==> config.mk <==
export PLATFORM = sky130hd
export DESIGN_NAME = mscc_ram
export DESIGN_NICKNAME = d
export VERILOG_FILES = /design/src/hdl/mscc_ram.sv
export SDC_FILE = /design/constraint.sdc
export NUM_CORES = 1
export LEC_CHECK = 0
export ABC_CLOCK_PERIOD_IN_PS = 3500
export BUFFER_PORTS_ARGS = -buffer_cell sky130_fd_sc_hd__buf_2
export CAP_MARGIN = 20
export CORE_ASPECT_RATIO = 0.7
export CORE_UTILIZATION = 50
export CTS_BUF_LIST = sky130_fd_sc_hd__clkbuf_8
export DETAILED_ROUTE_END_ITERATION = 8
export PLACE_DENSITY = 0.64
export SYNTH_ARGS = -nofsm -noshare
export SYNTH_HDL_FRONTEND = slang
export SYNTH_SLANG_ARGS = --single-unit
export TNS_END_PERCENT = 10
==> constraint.sdc <==
create_clock -name clk -period 3.5 [get_ports clk]
set_input_delay 0.175 -clock clk [delete_from_list [all_inputs] [get_ports clk]]
set_output_delay 0.175 -clock clk [all_outputs]
set_load 0.03 [all_outputs]
==> src/hdl/mscc_ram.sv <==
// Generic single-port synchronous RAM with registered read data.
`timescale 1ns / 1ps

module mscc_ram #(
	parameter int WIDTH = 8,
	parameter int DEPTH = 16
) (
	input  logic                     clk,
	input  logic                     we,
	input  logic [$clog2(DEPTH)-1:0] addr,
	input  logic [WIDTH-1:0]         wdata,
	output logic [WIDTH-1:0]         rdata
);

	logic [WIDTH-1:0] mem [DEPTH];

	always_ff @(posedge clk) begin
		if (we) begin
			mem[addr] <= wdata;
		end
		rdata <= mem[addr];
	end

endmodule

==> flow_metrics.py <==
metrics = {
    "route": {
        "viasPerCell": 5.859,
        "ant_nets": 0,
        "wl_met3_um": 795,
        "top_layer": "met4",
        "vias": 2373,
        "route.final.wire_length_um": 9763,
        "wl_met2_um": 4439,
        "dr.pass1.iters": 4,
        "drtIter0Drc": 245,
        "met1_length_um": 4466,
        "drcViolationCount": 0,
        "post_drt_wl_per_cell_um": 24.11,
    },
    "global_route": {
        "grt_pass1_wl_um": 14660,
        "track_usage_pct": 20.61,
        "grt_max_degree": 40,
        "grt_overflow_total": 0,
        "grt_pass1_vias": 2376,
        "antenna_found_initial": 0,
    },
    "placement": {
        "portBuffers": 21,
        "pre_cts_slack_ns": 1.113,
        "placed_area_um2": 5310,
        "place.detailed.hpwl_um": 5892,
        "routabilityCongestion": 0.7228,
    },
    "run_status": {
        "outcome": "complete, no violations",
    },
    "power_and_ir_drop": {
        "switching_share_pct": 21.57,
        "combPwrFrac_pct": 5.6,
        "power.total_mw": 3.287,
        "clkPwrFrac_pct": 38.8,
        "p_sw_uw": 709.1,
        "ir_drop_mv": 0.3281,
        "cellLeakagePower_nw": 1.841,
        "seq_power_share_pct": 55.7,
        "power.internal_mw": 2.578,
        "p_per_area_nw_per_um2": 576.1,
    },
    "sta": {
        "skew_ns": 0.009784,
        "finalWorstSetupSlack_ns": 1.582,
        "finalCritPeriodShare_pct": 54.81,
        "max_freq_mhz": 521.3,
        "finalMaxSlewViolations": 0,
        "hold_viol": 0,
        "period_minus_slack_ns": 1.918,
        "setup-violations-final": 0,
        "slew-limit-headroom_pct": 34.14,
        "rsz0062_at_grt": "no",
        "setup_tns_ns": 0,
        "worstMarginPinSlew_ns": 0.9803,
    },
    "logic_synthesis": {
        "netlist_instances": 230,
        "ys_ff_latch": 136,
        "synth.area.mux_share_pct": 14.22,
        "avgSynthCellArea_um2": 22.03,
        "synth_fa_ha_area_share_pct": 0,
        "synth_compound_area_share_pct": 2.370,
        "synth_xor_xnor_area_share_pct": 0,
        "synth_cell_type_count": 18,
        "synth_simple_gate_area_share_pct": 3.210,
        "synth_seq_area_share_pct": 79.01,
        "synth_warnings": 0,
        "synth_top_family_by_area": "multiplexers",
        "syn-cell-area_um2": 5067,
        "syn_nets": 244,
    },
    "floorplan": {
        "core_um2": 9759,
        "start_util_pct": 51.92,
        "ioPinCount": 22,
        "die_x_um": 122.3,
        "dieArea_um2": 10550,
        "die_y_um": 86.23,
        "rows": 30,
    },
    "worst_setup_path": {
        "critPathKind": "in2reg",
        "timing.rr.start": "mem[11][5]$_DFFE_PP_",
        "startpoint_type": "input port",
        "critPathMaxFanout": 30,
        "worstSetupStartpoint": "addr[0]",
        "slowest_stage": "nor2_1",
        "worstPathArrival_ns": 1.97,
        "required_ns": 3.55,
        "slowest_delay_ns": 0.80,
        "critical_path.cell_chain": "buf_2 -> nand2_1 -> nor2_1",
        "end_kind": "register",
    },
    "cells_and_area": {
        "layout_commonest_cell": "edfxtp_1",
        "utilization_pct": 58.46,
        "synthToLayoutAreaGrowth_pct": 12.59,
        "antenna_cells": 0,
        "nets": 278,
        "fillCellCount": 726,
        "fin_area_um2": 5705,
        "drive_above_1_share_pct": 31.77,
        "final_cell_mix": "edfxtp_1 (128), mux4_2 (32), buf_2 (21), clkbuf_8 (17), a22oi_1 (16)",
    },
    "worst_hold_path": {
        "min_path_type": "in2reg",
        "hp-start": "wdata[1]",
    },
    "clock_tree": {
        "htreeDepth": 4,
        "post_cts_buffers": 0,
        "cts_buffer_depth": 2,
        "cts.sinks": 136,
        "hold_buffers": 0,
        "clkLatencyLatePin_ns": 0.43,
        "path_clk_slew_ns": 0.08,
        "cts_resized": 0,
        "cts_root_buf": "clkbuf_8",
        "cts_tree": "yes",
        "tritoncts.num_buffers": 17,
    },
    "flow_run": {
        "drv_cap": 0,
    },
}
==> sequential cells by signal (all words and copies together) (netlist names) <==
name / cells
rdata: 8
mem: 128
==> worst max-delay path, delay by kind of cell <==
kind | cells | cell delay, ns
AND/OR/NAND/NOR | 2 | 1.04
buffers and inverters | 1 | 0.74
==> final cells by class <==
cell class                      instances  area, um^2  area share (%)
Clock buffer                           17       234.0           4.101
Clock inverter                         15       161.4           2.829
Multi-Input combinational cell         83        1003           17.59
Sequential cell                       136        4004           70.18
Tap cell                              128       160.2           2.807
Timing Repair Buffer                   26       142.6           2.500
==> synthesized netlist by cell type (all sizes together) <==
cell type / instances / area, um^2
a22oi: 16 / 120.1
edfxtp: 128 / 3844
buf: 8 / 47.54
nand3b: 2 / 15.01
and2: 1 / 6.260
nor2b: 2 / 12.51
nand2: 9 / 33.78
nand3: 1 / 5.000
mux4: 32 / 720.7
nor3: 4 / 20.02
nand2b: 2 / 12.51
or3b: 1 / 8.760
dfxtp: 8 / 160.2
nor2: 13 / 48.80
clkbuf: 3 / 12.51
==> stage by stage <==
stage / hold WS (ns) / instances
floorplan: 0.2739 / 230
global placement: 0.5839 / 373
detailed placement: 0.5958 / 373
CTS: 0.1245 / 405
global route: 0.1268 / 405
finish: 0.1412 / 405
==> worst paths after layout <==
path	slack, ns	end	cells past startpoint
setup reg to reg	2.13	rdata[5]$_DFF_P_	3
setup / recovery	1.58	mem[11][2]$_DFFE_PP_	3
hold reg to reg	0.69	rdata[1]$_DFF_P_	3
hold / removal	0.14	mem[3][1]$_DFFE_PP_	1
==> per-layer routing <==
| layer | vias up | global-route usage [%] |
|---|---|---|
| met2 | 103 | 29.26 |
| met5 | - | 0 |
| li1 | 1031 | - |
| met4 | 0 | 6.984 |
| met1 | 1232 | 30.64 |
| met3 | 7 | 6.250 |
==> power by group through the flow <==
stage	Clock (mW)	Sequential, mW	Combinational (mW)
after floorplan	0	1.88	0.0938
after global placement	0	1.87	0.182
after detailed placement	0	1.87	0.185
after CTS	1.30	1.83	0.185
after global routing	1.36	1.83	0.196
final	1.27	1.83	0.183
==> cells by family after synthesis <==
logic type | after synthesis
flip-flops | 136
AO/OA/AOI/OAI | 16
buffers and inverters | 11
multiplexers | 32
AND/OR/NAND/NOR | 35
No activity file was read; power rests on OpenSTA's default activity.
